--- src/sv/tls_pkg.sv ---
`timescale 1ns / 1ps
`default_nettype none
// Shared types and codes for the three-level task scheduler.
// No dependencies; imported by tls_ctrl, tls_dp and the top level.
package tls_pkg;

    localparam int TLS_TASKS       = 64;
    localparam int TLS_QUEUE_DEPTH = 64;
    localparam int SLOT_W          = 6;

    // command codes
    localparam logic [2:0] CMD_SPAWN   = 3'd0;
    localparam logic [2:0] CMD_PICK    = 3'd1;
    localparam logic [2:0] CMD_SUSPEND = 3'd2;
    localparam logic [2:0] CMD_UNPARK  = 3'd3;
    localparam logic [2:0] CMD_YIELD   = 3'd4;
    localparam logic [2:0] CMD_RESTART = 3'd5;
    localparam logic [2:0] CMD_DONE    = 3'd6;

    // task states
    localparam logic [2:0] TS_FREE      = 3'd0;
    localparam logic [2:0] TS_CREATED   = 3'd1;
    localparam logic [2:0] TS_RUNNABLE  = 3'd2;
    localparam logic [2:0] TS_RUNNING   = 3'd3;
    localparam logic [2:0] TS_SUSPENDED = 3'd4;
    localparam logic [2:0] TS_DONE      = 3'd5;

    // priority classes
    localparam logic [1:0] CLS_URGENT = 2'd0;
    localparam logic [1:0] CLS_NORMAL = 2'd1;
    localparam logic [1:0] CLS_SPARE  = 2'd3;

    // result status
    localparam logic [1:0] RS_OK      = 2'd0;
    localparam logic [1:0] RS_IGNORED = 2'd1;
    localparam logic [1:0] RS_FULL    = 2'd2;

    // datapath operations
    localparam logic [3:0] OP_NONE   = 4'd0;
    localparam logic [3:0] OP_LOAD   = 4'd1;
    localparam logic [3:0] OP_EXEC   = 4'd2;
    localparam logic [3:0] OP_QSTART = 4'd3;
    localparam logic [3:0] OP_RDQ    = 4'd4;
    localparam logic [3:0] OP_RDS    = 4'd5;
    localparam logic [3:0] OP_DEC    = 4'd6;
    localparam logic [3:0] OP_NEXTQ  = 4'd7;
    localparam logic [3:0] OP_CLN    = 4'd8;
    localparam logic [3:0] OP_INIT   = 4'd9;

    typedef struct packed {
        logic [2:0]        cmd;
        logic [SLOT_W-1:0] task_slot;
        logic [1:0]        prio_class;
        logic [1:0]        wait_reason;
    } sched_in_t;

    typedef struct packed {
        logic [SLOT_W-1:0] picked_slot;
        logic              found;
        logic [1:0]        status;
        logic [6:0]        freed_count;
    } sched_out_t;

    typedef struct packed {
        logic [3:0] op;
    } ctl_t;

    typedef struct packed {
        logic req_pick;
        logic loop_more;
        logic q_last;
        logic hit;
        logic sweep_end;
        logic init_last;
        logic out_busy;
    } dp_stat_t;

endpackage
`default_nettype wire

--- src/sv/tls_ram.sv ---
`timescale 1ns / 1ps
`default_nettype none
// Generic single-write, single-read RAM with registered read data.
// No dependencies.
module tls_ram #(
    parameter int WIDTH = 8,
    parameter int DEPTH = 16,
    localparam int AW = $clog2(DEPTH)
) (
    input  wire logic             clk,
    input  wire logic             we,
    input  wire logic [AW-1:0]    waddr,
    input  wire logic [WIDTH-1:0] wdata,
    input  wire logic [AW-1:0]    raddr,
    output logic      [WIDTH-1:0] rdata
);

    logic [WIDTH-1:0] mem [DEPTH];
    logic [WIDTH-1:0] rdata_reg;

    always_ff @(posedge clk)
    begin
        if (we)
        begin
            mem[waddr] <= wdata;
        end
        rdata_reg <= mem[raddr];
    end

    assign rdata = rdata_reg;

endmodule
`default_nettype wire

--- src/sv/tls_ctrl.sv ---
`timescale 1ns / 1ps
`default_nettype none
// Sequencer of the task scheduler: steps the datapath through each command.
// Depends on tls_pkg.
module tls_ctrl
    import tls_pkg::*;
(
    input  wire logic     clk,
    input  wire logic     rst_n,
    input  wire logic     req_valid,
    output logic          req_stall,
    input  wire dp_stat_t stat,
    output ctl_t          ctl
);

    localparam logic [3:0] S_INIT   = 4'd0;
    localparam logic [3:0] S_IDLE   = 4'd1;
    localparam logic [3:0] S_EXEC   = 4'd2;
    localparam logic [3:0] S_QSTART = 4'd3;
    localparam logic [3:0] S_CHK    = 4'd4;
    localparam logic [3:0] S_RDS    = 4'd5;
    localparam logic [3:0] S_DEC    = 4'd6;
    localparam logic [3:0] S_CLN    = 4'd7;

    logic [3:0] state_reg, state_next;

    always_comb
    begin
        state_next = state_reg;
        ctl.op     = OP_NONE;
        req_stall  = 1'b1;
        unique case (state_reg)
            S_INIT:
            begin
                ctl.op = OP_INIT;
                if (stat.init_last)
                begin
                    state_next = S_IDLE;
                end
            end
            S_IDLE:
            begin
                req_stall = stat.out_busy;
                if (req_valid && !stat.out_busy)
                begin
                    ctl.op     = OP_LOAD;
                    state_next = stat.req_pick ? S_QSTART : S_EXEC;
                end
            end
            S_EXEC:
            begin
                ctl.op     = OP_EXEC;
                state_next = S_IDLE;
            end
            S_QSTART:
            begin
                ctl.op     = OP_QSTART;
                state_next = S_CHK;
            end
            S_CHK:
            begin
                if (stat.loop_more)
                begin
                    ctl.op     = OP_RDQ;
                    state_next = S_RDS;
                end
                else
                begin
                    ctl.op     = OP_NEXTQ;
                    state_next = stat.q_last ? S_CLN : S_QSTART;
                end
            end
            S_RDS:
            begin
                ctl.op     = OP_RDS;
                state_next = S_DEC;
            end
            S_DEC:
            begin
                ctl.op     = OP_DEC;
                state_next = stat.hit ? S_IDLE : S_CHK;
            end
            S_CLN:
            begin
                ctl.op = OP_CLN;
                if (stat.sweep_end)
                begin
                    state_next = S_IDLE;
                end
            end
            default:
            begin
                state_next = S_IDLE;
            end
        endcase
    end

    always_ff @(posedge clk or negedge rst_n)
    begin
        if (!rst_n)
        begin
            state_reg <= S_INIT;
        end
        else
        begin
            state_reg <= state_next;
        end
    end

endmodule
`default_nettype wire

--- src/sv/tls_dp.sv ---
`timescale 1ns / 1ps
`default_nettype none
// Datapath of the task scheduler: task table, ready queues, result register.
// Depends on tls_pkg and tls_ram.
module tls_dp
    import tls_pkg::*;
#(
    parameter int TASKS       = TLS_TASKS,
    parameter int QUEUE_DEPTH = TLS_QUEUE_DEPTH
) (
    input  wire logic       clk,
    input  wire logic       rst_n,
    input  wire sched_in_t  req,
    input  wire ctl_t       ctl,
    output dp_stat_t        stat,
    output logic            rsp_valid,
    input  wire logic       rsp_stall,
    output sched_out_t      rsp
);

    localparam int TW  = $clog2(TASKS);
    localparam int CW  = $clog2(TASKS + 1);
    localparam int PW  = $clog2(QUEUE_DEPTH);
    localparam int FW  = $clog2(QUEUE_DEPTH + 1);
    localparam int SAW = $clog2(3 * QUEUE_DEPTH);

    function automatic logic [SAW-1:0] store_addr(input logic [1:0] q,
                                                  input logic [PW-1:0] p);
        return SAW'(32'(q) * QUEUE_DEPTH + 32'(p));
    endfunction

    function automatic logic [PW-1:0] ptr_inc(input logic [PW-1:0] p);
        return (p == PW'(QUEUE_DEPTH - 1)) ? '0 : p + 1'b1;
    endfunction

    function automatic logic [PW-1:0] ptr_dec(input logic [PW-1:0] p);
        return (p == '0) ? PW'(QUEUE_DEPTH - 1) : p - 1'b1;
    endfunction

    function automatic logic [1:0] cls_map(input logic [1:0] c);
        return (c == CLS_SPARE) ? CLS_NORMAL : c;
    endfunction

    // control registers
    logic [PW-1:0]     head_reg [3];
    logic [PW-1:0]     head_next [3];
    logic [PW-1:0]     tail_reg [3];
    logic [PW-1:0]     tail_next [3];
    logic [FW-1:0]     fill_reg [3];
    logic [FW-1:0]     fill_next [3];
    logic [1:0]        q_reg, q_next;
    logic [FW-1:0]     i_reg, i_next;
    logic [FW-1:0]     limit_reg, limit_next;
    logic [CW-1:0]     cnt_reg, cnt_next;
    logic [SLOT_W-1:0] run_slot_reg, run_slot_next;
    logic              run_valid_reg, run_valid_next;
    logic              out_valid_reg, out_valid_next;
    // payload registers
    logic [2:0]        cmd_reg, cmd_next;
    logic [SLOT_W-1:0] slot_reg, slot_next;
    logic [1:0]        cls_reg, cls_next;
    logic              ok_reg, ok_next;
    logic [SLOT_W-1:0] e_reg, e_next;
    logic [6:0]        freed_reg, freed_next;
    sched_out_t        out_reg, out_next;

    // task table: {class, state}
    logic          st_we;
    logic [TW-1:0] st_waddr, st_raddr;
    logic [4:0]    st_wdata, st_rdata;
    logic [2:0]    rd_st;
    logic [1:0]    rd_cl;
    // ready store
    logic              sq_we;
    logic [SAW-1:0]    sq_waddr, sq_raddr;
    logic [SLOT_W-1:0] sq_wdata, sq_rdata;

    logic              push_en, push_head, pop_en;
    logic [1:0]        push_q;
    logic [SLOT_W-1:0] push_val;

    // command evaluation
    logic [1:0]        ex_rs, ex_q;
    logic              ex_need_push, ex_front, ex_we, ex_full;
    logic [2:0]        ex_st;
    logic [1:0]        ex_cl;
    logic              run_ok, e_ok, e_skip, hit;

    assign rd_st  = st_rdata[2:0];
    assign rd_cl  = st_rdata[4:3];
    assign run_ok = run_valid_reg && (32'(run_slot_reg) < TASKS);
    assign e_ok   = 32'(e_reg) < TASKS;
    assign hit    = e_ok && (rd_st == TS_CREATED || rd_st == TS_RUNNABLE);
    assign e_skip = !e_ok || rd_st == TS_FREE || rd_st == TS_DONE;

    tls_ram #(.WIDTH(5), .DEPTH(TASKS)) u_task_ram (
        .clk   (clk),
        .we    (st_we),
        .waddr (st_waddr),
        .wdata (st_wdata),
        .raddr (st_raddr),
        .rdata (st_rdata)
    );

    tls_ram #(.WIDTH(SLOT_W), .DEPTH(3 * QUEUE_DEPTH)) u_ready_ram (
        .clk   (clk),
        .we    (sq_we),
        .waddr (sq_waddr),
        .wdata (sq_wdata),
        .raddr (sq_raddr),
        .rdata (sq_rdata)
    );

    always_comb
    begin
        ex_rs        = RS_OK;
        ex_q         = CLS_URGENT;
        ex_need_push = 1'b0;
        ex_front     = 1'b0;
        ex_we        = 1'b0;
        ex_st        = rd_st;
        ex_cl        = cls_map(rd_cl);
        case (cmd_reg)
            CMD_SPAWN:
            begin
                if (!ok_reg || rd_st != TS_FREE)
                begin
                    ex_rs = RS_IGNORED;
                end
                else
                begin
                    ex_q         = cls_reg;
                    ex_front     = (cls_reg == CLS_URGENT);
                    ex_need_push = 1'b1;
                    ex_we        = 1'b1;
                    ex_st        = TS_CREATED;
                    ex_cl        = cls_reg;
                end
            end
            CMD_SUSPEND:
            begin
                if (!ok_reg || rd_st == TS_FREE || rd_st == TS_DONE)
                begin
                    ex_rs = RS_IGNORED;
                end
                else
                begin
                    ex_we = 1'b1;
                    ex_st = TS_SUSPENDED;
                end
            end
            CMD_UNPARK:
            begin
                if (!ok_reg || rd_st != TS_SUSPENDED)
                begin
                    ex_rs = RS_IGNORED;
                end
                else
                begin
                    ex_q         = cls_map(rd_cl);
                    ex_need_push = 1'b1;
                    ex_we        = 1'b1;
                    ex_st        = TS_RUNNABLE;
                end
            end
            CMD_YIELD:
            begin
                if (!run_ok || rd_st == TS_FREE || rd_st == TS_DONE)
                begin
                    ex_rs = RS_IGNORED;
                end
                else
                begin
                    ex_q         = cls_map(rd_cl);
                    ex_need_push = 1'b1;
                    ex_we        = 1'b1;
                    ex_st        = TS_RUNNABLE;
                end
            end
            CMD_RESTART:
            begin
                if (!ok_reg || rd_st == TS_FREE)
                begin
                    ex_rs = RS_IGNORED;
                end
                else
                begin
                    ex_q         = cls_map(rd_cl);
                    ex_front     = 1'b1;
                    ex_need_push = 1'b1;
                    ex_we        = 1'b1;
                    ex_st        = TS_CREATED;
                end
            end
            CMD_DONE:
            begin
                if (!ok_reg || rd_st == TS_FREE)
                begin
                    ex_rs = RS_IGNORED;
                end
                else
                begin
                    ex_we = 1'b1;
                    ex_st = TS_DONE;
                end
            end
            default:
            begin
                ex_rs = RS_IGNORED;
            end
        endcase
        ex_full = (fill_reg[ex_q] == FW'(QUEUE_DEPTH));
        // a full queue drops the push and the state change with it
        if (ex_need_push && ex_full)
        begin
            ex_rs = RS_FULL;
            ex_we = 1'b0;
        end
    end

    always_comb
    begin
        for (int k = 0; k < 3; k++)
        begin
            head_next[k] = head_reg[k];
            tail_next[k] = tail_reg[k];
            fill_next[k] = fill_reg[k];
        end
        q_next         = q_reg;
        i_next         = i_reg;
        limit_next     = limit_reg;
        cnt_next       = cnt_reg;
        run_slot_next  = run_slot_reg;
        run_valid_next = run_valid_reg;
        out_valid_next = out_valid_reg && rsp_stall;
        cmd_next       = cmd_reg;
        slot_next      = slot_reg;
        cls_next       = cls_reg;
        ok_next        = ok_reg;
        e_next         = e_reg;
        freed_next     = freed_reg;
        out_next       = out_reg;
        st_we          = 1'b0;
        st_waddr       = '0;
        st_wdata       = '0;
        st_raddr       = '0;
        sq_raddr       = '0;
        push_en        = 1'b0;
        push_head      = 1'b0;
        push_q         = CLS_URGENT;
        push_val       = '0;
        pop_en         = 1'b0;

        unique case (ctl.op)
            OP_LOAD:
            begin
                cmd_next   = req.cmd;
                slot_next  = req.task_slot;
                cls_next   = cls_map(req.prio_class);
                ok_next    = 32'(req.task_slot) < TASKS;
                q_next     = CLS_URGENT;
                freed_next = '0;
                st_raddr   = (req.cmd == CMD_YIELD) ? TW'(run_slot_reg) : TW'(req.task_slot);
            end
            OP_EXEC:
            begin
                st_we      = ex_we;
                st_waddr   = (cmd_reg == CMD_YIELD) ? TW'(run_slot_reg) : TW'(slot_reg);
                st_wdata   = {ex_cl, ex_st};
                push_en    = ex_need_push && !ex_full;
                push_head  = ex_front;
                push_q     = ex_q;
                push_val   = (cmd_reg == CMD_YIELD) ? run_slot_reg : slot_reg;
                if (cmd_reg == CMD_YIELD && ex_rs == RS_OK)
                begin
                    run_valid_next = 1'b0;
                end
                out_valid_next = 1'b1;
                out_next       = '{picked_slot: slot_reg, found: 1'b0,
                                   status: ex_rs, freed_count: 7'd0};
            end
            OP_QSTART:
            begin
                // walk no further than the length at the start of this queue
                limit_next = fill_reg[q_reg];
                i_next     = '0;
            end
            OP_RDQ:
            begin
                sq_raddr = store_addr(q_reg, head_reg[q_reg]);
            end
            OP_RDS:
            begin
                e_next   = sq_rdata;
                pop_en   = 1'b1;
                st_raddr = TW'(sq_rdata);
            end
            OP_DEC:
            begin
                i_next = i_reg + 1'b1;
                if (hit)
                begin
                    st_we          = 1'b1;
                    st_waddr       = TW'(e_reg);
                    st_wdata       = {rd_cl, TS_RUNNING};
                    run_slot_next  = e_reg;
                    run_valid_next = 1'b1;
                    out_valid_next = 1'b1;
                    out_next       = '{picked_slot: e_reg, found: 1'b1,
                                       status: RS_OK, freed_count: 7'd0};
                end
                else if (!e_skip)
                begin
                    // rotate suspended or running entry to the back
                    push_en  = 1'b1;
                    push_q   = q_reg;
                    push_val = e_reg;
                end
            end
            OP_NEXTQ:
            begin
                if (q_reg != 2'd2)
                begin
                    q_next = q_reg + 1'b1;
                end
                cnt_next = '0;
            end
            OP_CLN:
            begin
                // read entry cnt, retire entry cnt-1 from last cycle's read
                st_raddr = TW'(cnt_reg);
                cnt_next = cnt_reg + 1'b1;
                if (cnt_reg != '0 && rd_st == TS_DONE)
                begin
                    st_we      = 1'b1;
                    st_waddr   = TW'(cnt_reg - 1'b1);
                    st_wdata   = {rd_cl, TS_FREE};
                    freed_next = freed_reg + 1'b1;
                end
                if (cnt_reg == CW'(TASKS))
                begin
                    out_valid_next = 1'b1;
                    out_next       = '{picked_slot: slot_reg, found: 1'b0,
                                       status: RS_OK, freed_count: freed_next};
                end
            end
            OP_INIT:
            begin
                st_we    = 1'b1;
                st_waddr = TW'(cnt_reg);
                st_wdata = {CLS_URGENT, TS_FREE};
                cnt_next = cnt_reg + 1'b1;
            end
            default:
            begin
            end
        endcase

        if (pop_en)
        begin
            head_next[q_reg] = ptr_inc(head_reg[q_reg]);
            fill_next[q_reg] = fill_reg[q_reg] - 1'b1;
        end

        sq_we    = push_en;
        sq_wdata = push_val;
        sq_waddr = store_addr(push_q, tail_reg[push_q]);
        if (push_en)
        begin
            fill_next[push_q] = fill_reg[push_q] + 1'b1;
            if (push_head)
            begin
                head_next[push_q] = ptr_dec(head_reg[push_q]);
                sq_waddr          = store_addr(push_q, ptr_dec(head_reg[push_q]));
            end
            else
            begin
                tail_next[push_q] = ptr_inc(tail_reg[push_q]);
            end
        end
    end

    always_ff @(posedge clk or negedge rst_n)
    begin
        if (!rst_n)
        begin
            for (int k = 0; k < 3; k++)
            begin
                head_reg[k] <= '0;
                tail_reg[k] <= '0;
                fill_reg[k] <= '0;
            end
            q_reg         <= '0;
            i_reg         <= '0;
            limit_reg     <= '0;
            cnt_reg       <= '0;
            run_slot_reg  <= '0;
            run_valid_reg <= 1'b0;
            out_valid_reg <= 1'b0;
        end
        else
        begin
            for (int k = 0; k < 3; k++)
            begin
                head_reg[k] <= head_next[k];
                tail_reg[k] <= tail_next[k];
                fill_reg[k] <= fill_next[k];
            end
            q_reg         <= q_next;
            i_reg         <= i_next;
            limit_reg     <= limit_next;
            cnt_reg       <= cnt_next;
            run_slot_reg  <= run_slot_next;
            run_valid_reg <= run_valid_next;
            out_valid_reg <= out_valid_next;
        end
    end

    always_ff @(posedge clk)
    begin
        cmd_reg   <= cmd_next;
        slot_reg  <= slot_next;
        cls_reg   <= cls_next;
        ok_reg    <= ok_next;
        e_reg     <= e_next;
        freed_reg <= freed_next;
        out_reg   <= out_next;
    end

    assign stat.req_pick  = (req.cmd == CMD_PICK);
    assign stat.loop_more = (i_reg < limit_reg);
    assign stat.q_last    = (q_reg == 2'd2);
    assign stat.hit       = hit;
    assign stat.sweep_end = (cnt_reg == CW'(TASKS));
    assign stat.init_last = (cnt_reg == CW'(TASKS - 1));
    assign stat.out_busy  = out_valid_reg;

    assign rsp_valid = out_valid_reg;
    assign rsp       = out_reg;

endmodule
`default_nettype wire

--- src/sv/three_level_task_scheduler_top.sv ---
`timescale 1ns / 1ps
`default_nettype none
// Three-level strict-priority task scheduler: one result beat per command
// beat. After reset the task table is swept to free, and no command is
// taken until that ends. Commands other than pick are loaded, then executed
// in the EXEC state, and their result beat is registered; as the command
// port stays shut until that beat has gone, a new command is not taken while
// one is still in flight. A pick starts each queue in turn and walks its
// entries (each entry needs a ready-store read followed by a task-table
// read); a pick that finds nothing then sweeps the task table to free done
// tasks. The next command is taken once the result beat has gone.
// Depends on tls_pkg, tls_ctrl, tls_dp and tls_ram.
module three_level_task_scheduler_top
    import tls_pkg::*;
#(
    parameter int TASKS       = TLS_TASKS,
    parameter int QUEUE_DEPTH = TLS_QUEUE_DEPTH
) (
    input  wire logic      clk,
    input  wire logic      rst_n,
    input  wire logic      req_valid,
    output logic           req_stall,
    input  wire sched_in_t req,
    output logic           rsp_valid,
    input  wire logic      rsp_stall,
    output sched_out_t     rsp
);

    ctl_t     ctl;
    dp_stat_t stat;

    tls_ctrl u_ctrl (
        .clk       (clk),
        .rst_n     (rst_n),
        .req_valid (req_valid),
        .req_stall (req_stall),
        .stat      (stat),
        .ctl       (ctl)
    );

    tls_dp #(.TASKS(TASKS), .QUEUE_DEPTH(QUEUE_DEPTH)) u_dp (
        .clk       (clk),
        .rst_n     (rst_n),
        .req       (req),
        .ctl       (ctl),
        .stat      (stat),
        .rsp_valid (rsp_valid),
        .rsp_stall (rsp_stall),
        .rsp       (rsp)
    );

    a_no_accept_with_pending: assert property (@(posedge clk) disable iff (!rst_n)
        (req_valid && !req_stall) |-> !rsp_valid)
        else $error("command beat taken while a result beat is pending");

    a_busy_after_accept: assert property (@(posedge clk) disable iff (!rst_n)
        (req_valid && !req_stall) |=> req_stall)
        else $error("command port open right after a command beat");

    a_found_is_ok: assert property (@(posedge clk) disable iff (!rst_n)
        (rsp_valid && rsp.found) |-> (rsp.status == RS_OK && rsp.freed_count == 7'd0))
        else $error("found pick carries a bad status or freed count");

    a_result_follows_accept: assert property (@(posedge clk) disable iff (!rst_n)
        $rose(rsp_valid) |-> $past(req_stall))
        else $error("result beat without a command in flight");

endmodule
`default_nettype wire

--- config.mk ---
export PLATFORM = sky130hd
export DESIGN_NAME = three_level_task_scheduler_top
export DESIGN_NICKNAME = d
export VERILOG_FILES = /design/src/sv/tls_pkg.sv /design/src/sv/tls_ram.sv /design/src/sv/tls_ctrl.sv /design/src/sv/tls_dp.sv /design/src/sv/three_level_task_scheduler_top.sv
export SDC_FILE = /design/constraint.sdc
export NUM_CORES = 2
export LEC_CHECK = 0
export ABC_CLOCK_PERIOD_IN_PS = 8610
export BUFFER_PORTS_ARGS = -buffer_cell sky130_fd_sc_hd__buf_2
export CORE_UTILIZATION = 49
export DETAILED_ROUTE_END_ITERATION = 7
export GPL_ROUTABILITY_DRIVEN = 0
export SYNTH_ARGS = -nofsm -noshare
export SYNTH_HDL_FRONTEND = slang
export SYNTH_SLANG_ARGS = --single-unit
--- constraint.sdc ---
create_clock -name clk -period 8.61 [get_ports clk]
set_input_delay 0 -clock clk [delete_from_list [all_inputs] [get_ports clk]]
set_output_delay 0 -clock clk [all_outputs]
set_load 0.02 [all_outputs]
# --- Word-level counts from Yosys, hierarchy flattened ---
# Memory sizes are Yosys's and may differ from the RTL's. A register that Yosys moved wholly into a read port is not among the register bits.
# Index checks and enable logic that the tools add are counted.
word_totals:
  regBits: 132
  ramBits: 1472
  wordCells: 258
  memories: 2
memory_table:
  columns: ["name", "words", "width", "read_ports", "rd_clocked_by_memory_dff", "wr", "line", "source"]
  rows:
  - ["u_dp.u_ready_ram.mem", 192, 6, 1, 1, 1, "tls_ram.sv:18", "logic [WIDTH-1:0] mem [DEPTH];"]
  - ["u_dp.u_task_ram.mem", 64, 5, 1, 1, 1, "tls_ram.sv:18", null]
op_classes:
  add_sub_neg: 13
  n_lt_le_gt_ge: 6
  n_eq_ne: 43
  muxes: 127
  n_bitwise: 4
  n_reduce_logical: 37
op_table:
  columns: ["cell", "count"]
  rows:
  - ["$mux W6", 17]
  - ["$mux W7", 9]
  - ["$bwmux W18", 3]
  - ["$mux W18", 3]
  - ["$pmux W16 S3", 1]
  - ["$bmux W7 S2", 3]
  - ["$bwmux W21", 2]
  - ["$mux W21", 2]
  - ["$pmux W7 S2", 3]
  - ["$bmux W6 S2", 3]
  - ["$eq A4 B3 Y1 const B", 8]
  - ["$mux W16", 2]
  - ["$pmux W4 S8", 1]
  - ["$add A7 B1 Y7 const B", 4]
  - ["$demux W7 S2", 2]
  - ["$mux W1", 28]
  - ["$pmux W4 S7", 1]
  - ["$add A8 B6 Y8", 3]
  - ["$demux W6 S2", 2]
  - ["$mux W2", 12]
  - ["$mux W3", 8]
  - ["$mux W8", 3]
  - ["$pmux W6 S4", 1]
  - ["$pmux W3 S6", 1]
  - ["other kinds (47)", 108]

# --- Logic depth before layout (Yosys ltp) ---
logic_depth:
  word_depth: 16
  depth_mapped: 22
  ltp_nobuf: 18

# --- Cells and area by module ---
# Synthesis repeated with hierarchy kept, for this count alone.
hier_totals:
  hier_cells: 3750
  hier_area_um2: 66637.7
modules_own_cells:
  columns: ["mod", "instances", "cells_per_inst", "area_per_inst_um2"]
  rows:
  - ["tls_ram at u_dp.u_ready_ram", 1, 2189, 45218.4]
  - ["tls_ram at u_dp.u_task_ram", 1, 610, 12768.5]
  - ["tls_dp", 1, 913, 8371.8]
  - ["tls_ctrl", 1, 38, 279.0]

# --- Worst setup path after synthesis ---
# Ideal clock, no wire load.
synth_path:
  kind: "register -> register"
  startpoint: "register u_ctrl.state_reg[2]"
  endpoint: "memory u_dp.u_task_ram.mem[0][2] (data pin)"
  setup_time_ns: 1.286
  arrival_ns: 6.616
  slack_ns: 0.708
  path_stages_with_launch: 6
  period_less_slack_ns: 7.902
  path_cell_list: "dfrtp_1 buf_2 nor2_1 nand2_1 clkbuf_1 a2111oi_0"
synth_between:
  elab_chain_len: 4
synth_lines:
  columns: ["item", "line", "source"]
  rows:
  - ["start: declaration", "tls_ctrl.sv:25", "logic [3:0] state_reg, state_next;"]
  - ["start signal: assignment", "tls_ctrl.sv:106", "state_reg <= state_next;"]
  - ["$eq A4 B3 Y1 (tied with other cells)", "tls_ctrl.sv:32", "unique case (state_reg)"]
  - ["$pmux W4 S8 (*)", "tls_ctrl.sv:32", null]
  - ["$eq A4 B4 Y1 (tied with other cells)", "tls_dp.sv:254", "unique case (ctl.op)"]
  - ["$pmux W5 S3 (*)", "tls_dp.sv:254", null]
  - ["net u_dp.st_wdata[2]", "tls_dp.sv:70", "logic [4:0] st_wdata, st_rdata;"]
  - ["end: declaration", "tls_ram.sv:18", null]
# The timed path passes the listed nets; every way through them passes the cells marked *.

# --- Worst setup path after layout ---
layout_path:
  startpoint: "register u_ctrl.state_reg[1]"
  endpoint: "memory u_dp.u_ready_ram.mem[0][4] (netlist bit), enable pin"
layout_between:
  elab_chain_len: 13
layout_lines:
  columns: ["item", "line", "source"]
  rows:
  - ["$eq A4 B3 Y1 (tied with other cells)", "tls_ctrl.sv:32", null]
  - ["$pmux W4 S8 (*)", "tls_ctrl.sv:32", null]
  - ["$eq A4 B3 Y1 / $eq A4 B2 Y1 (equally long branches)", "tls_dp.sv:254", null]
  - ["$pmux W2 S2", "tls_dp.sv:254", null]
  - ["$not A2 Y3 (implied by the code)", "tls_dp.sv:367, tls_dp.sv:374", null]
  - ["$bmux W6 S2", "tls_dp.sv:374", "sq_waddr = store_addr(push_q, ptr_dec(head_reg[push_q]));"]
  - ["$mux W6 (implied by the code) (2 in a row)", "tls_dp.sv:374", null]
  - ["$sub A6 B1 Y6 / $logic_not A6 Y1 (equally long branches)", "tls_dp.sv:37", "return (p == '0) ? PW'(QUEUE_DEPTH - 1) : p - 1'b1;"]
  - ["$mux W6", "tls_dp.sv:37", null]
  - ["$add A8 B6 Y8", "tls_dp.sv:29", "return SAW'(32'(q) * QUEUE_DEPTH + 32'(p));"]
  - ["$mux W8", "tls_dp.sv:371", "if (push_head)"]
  - ["$mux W8", "tls_dp.sv:368", "if (push_en)"]
  - ["end: declaration", "tls_ram.sv:18", null]
# Every way passes the cells marked *; elsewhere a longest branch is shown, timed or not. The select of a mux whose other input is x is not followed.

==> out/results.txt <==
post-synthesis cell type count: 105
Overflow after GRT: 0
actual slew at the worst max-slew pin: 1.36 ns
kind of critical path: register to register
FF+latch count, synth: 1614
Layout area overhead: 12.1%
drt first-iter violations: 5701
total CTS buffers: 168
leakage: 22.8 nW
cell area power density: 205 nW/µm²
Post-synth top flop: edfxtp_1
Worst Path Required: 9.04 ns
initial core utilization: 0.495
ant diodes: 0
drt total wl: 212000 µm
Final Non-Filler Cells: 7191
Setup Total Neg Slack: 0 ns
Slew Limit Headroom: 0.0874
top-count cell post-synth: edfxtp_1
CP Capture Type: register
syn_area_per_cell: 13.0 µm²
CTS tree: yes
Clk pin slew, worst setup/hold paths: 0.06 ns
endpoints failing hold: 0
wire per inst: 29.5 µm
Max clock buf depth: 3
Port Buf Inserts: 32
dominant cell type by area after synthesis: edfxtp_1
H-tree Lvls: 4
min Tclk post-route: 6.71 ns
fmax: 149 MHz
synth top area cells: edfxtp_1 (67%), nand2_1 (4.3%), dfrtp_1 (3.3%), mux2i_1 (2.5%), nor2_1 (2.3%)
Multi-input gate area: 19200 µm²
clock sinks: 1614
layout filler cell count: 11309
fraction of layout cells with a size suffix above 1: 0.104
Layout Utilization: 0.555
clock root cell: clkbuf_16
Total GRT Usage: 0.297
max reg flops: 1152
EDFF count, synth: 1512
Via density: 6.40
syn nets: 5272
status: completed
Die Y-Extent: 375 µm
Final Skew: 0.0563 ns
endpoints failing setup: 0
max-slew violations: 0
RSZ-0062 raised after global routing: false
share of the synthesized area in the top cell type: 0.665
CP max stage delay: 0.98 ns
vias in the first global route: 43686
top cells by count, synth: edfxtp_1 (1512), nand2_1 (787), nor2_1 (416)
Clk Latency, worst-skew pair: 0.82 ns
Critical-path top delay cell: nor4_1
area of the mapped netlist: 68300 µm²
row cnt: 136
Layout Nets: 5294
dpl cells: 6854
arrival time worst endpoint: 7.14 ns
Routed Antenna Nets: 0
Hold Path Class: primary input to register
DP Area: 70800 µm²
CP max FO: 38
first-pass GRT wire length: 306000 µm
Ports: 35
initial antenna violation count: 5
total die area: 141000 µm²
Core Region: 138000 µm²
crit-path cells: nand2_1 > a311oi_2 > nor2_1 > nor2_4 > nand2_1 > o21ai_1 > inv_1 > ha_1 > inv_1 > a31oi_1 > and2_1 > o21ai_1 > a31oi_2 > buf_4 > or2_2 > buf_4 > nor4_1
Critical Path Start Type: register
register area: 47900 µm²
post-synthesis sequential area ratio: 0.702
DP Worst Slack: 2.02 ns
Async SR Flop Fraction: 0.0564
Max VDD drop: 0.000183 V
DR vias: 46054
placed wire-length estimate: 127000 µm
DRT Pass-1 Iters: 7
fin worst setup slack: 1.90 ns
Setup Fix Bufs, Post-CTS: 0
largest net degree at the start of global routing: 166
Mapped Cells: 5235
fin area: 76500 µm²
Die Wd: 375 µm
final period utilization: 0.779
Yosys warnings: 0
max cap viols: 0
# DRC: 0
report_power, final:
| group | leakage (nW) | internal [mW] | switching (mW) |
|---|---|---|---|
| clock network | 2.63 | 4.04 | 3.13 |
| registers | 11.8 | 8.45 | 0 |
| logic | 8.38 | 0.0133 | 0.0166 |
| total | 22.8 | 12.5 | 3.14 |
placed cells by master, fill, tap and decap left out, drive strengths merged, types with 79 or more instances in the layout:
master     n
o21ai    200
nor3     115
a211oi    95
buf      177
clkbuf   209
nor2     418
mux2i    172
nand3    249
edfxtp  1512
a21oi    193
a31oi     92
clkinv    79
dfrtp     91
nand2    788
o22ai    104
per-layer routing:
metal  up-vias  routed length [µm]  global-route usage
li1      20065                   -                   -
met3       458               20900              0.0586
met4         4                8950               0.119
met1     22928               84900               0.415
met5         -                  26                   0
met2      2599               97100               0.459
final timing paths:
path	startpoint	to	slack, ns	cells after the start
min	req[2]	u_dp.cls_reg[1]	0.14	3
max reg2reg	u_ctrl.state_reg[1]	u_dp.u_ready_ram.mem[0][4]	1.90	17
max in group asynchronous	rst_n	u_dp.head_reg[3]	7.63	4
min reg2reg	u_dp.u_ready_ram.rdata[5]	u_dp.e_reg[5]	0.45	0
min in group asynchronous	rst_n	u_dp.fill_reg[5]	0.32	4
max	u_ctrl.state_reg[1]	u_dp.u_ready_ram.mem[0][4]	1.90	17
worst max-delay path: cells and delay by family (launching register included):
kind                     cells  cell delay (ns)
AO/OA/AOI/OAI                5             1.13
adder cells (fa/ha/maj)      1             0.22
buffers and inverters        4             0.81
flip-flops                   1             0.67
AND/OR/NAND/NOR              7             3.46
layout make-up:
| class | instances | area share |
|---|---|---|
| Sequential cell | 1614 | 0.626 |
| Clock buffer | 209 | 0.0579 |
| Tap cell | 1794 | 0.0293 |
| Multi-Input combinational cell | 3241 | 0.250 |
| Clock inverter | 101 | 0.0128 |
| Timing Repair Buffer | 203 | 0.0221 |
| Inverter | 29 | 0.00149 |
per-stage QoR:
step                hold WS [ns]  total power [mW]
CTS                       0.0816              15.7
global placement          0.0445              8.63
detailed placement        0.0532              8.64
global route               0.116              16.0
finish                     0.138              15.7
floorplan                 -0.296              8.62
kinds of logic (layout without fill, tap and decap cells):
logic type | Yosys count | count (layout) | synth area share
AND/OR/NAND/NOR | 1902 | 1902 | 0.126
flip-flops | 1614 | 1614 | 0.702
AO/OA/AOI/OAI | 1054 | 1054 | 0.104
buffers and inverters | 380 | 542 | 0.0230
multiplexers | 238 | 238 | 0.0378
XOR/XNOR | 27 | 27 | 0.00346
adder cells (fa/ha/maj) | 20 | 20 | 0.00367
what timing repair did:
item | CTS | global route
hold buffers | 27 | 0
endpoints found under the hold margin | 105 | 0
gates resized for setup | 0 | 0
Power figures use the tool's default switching activity.
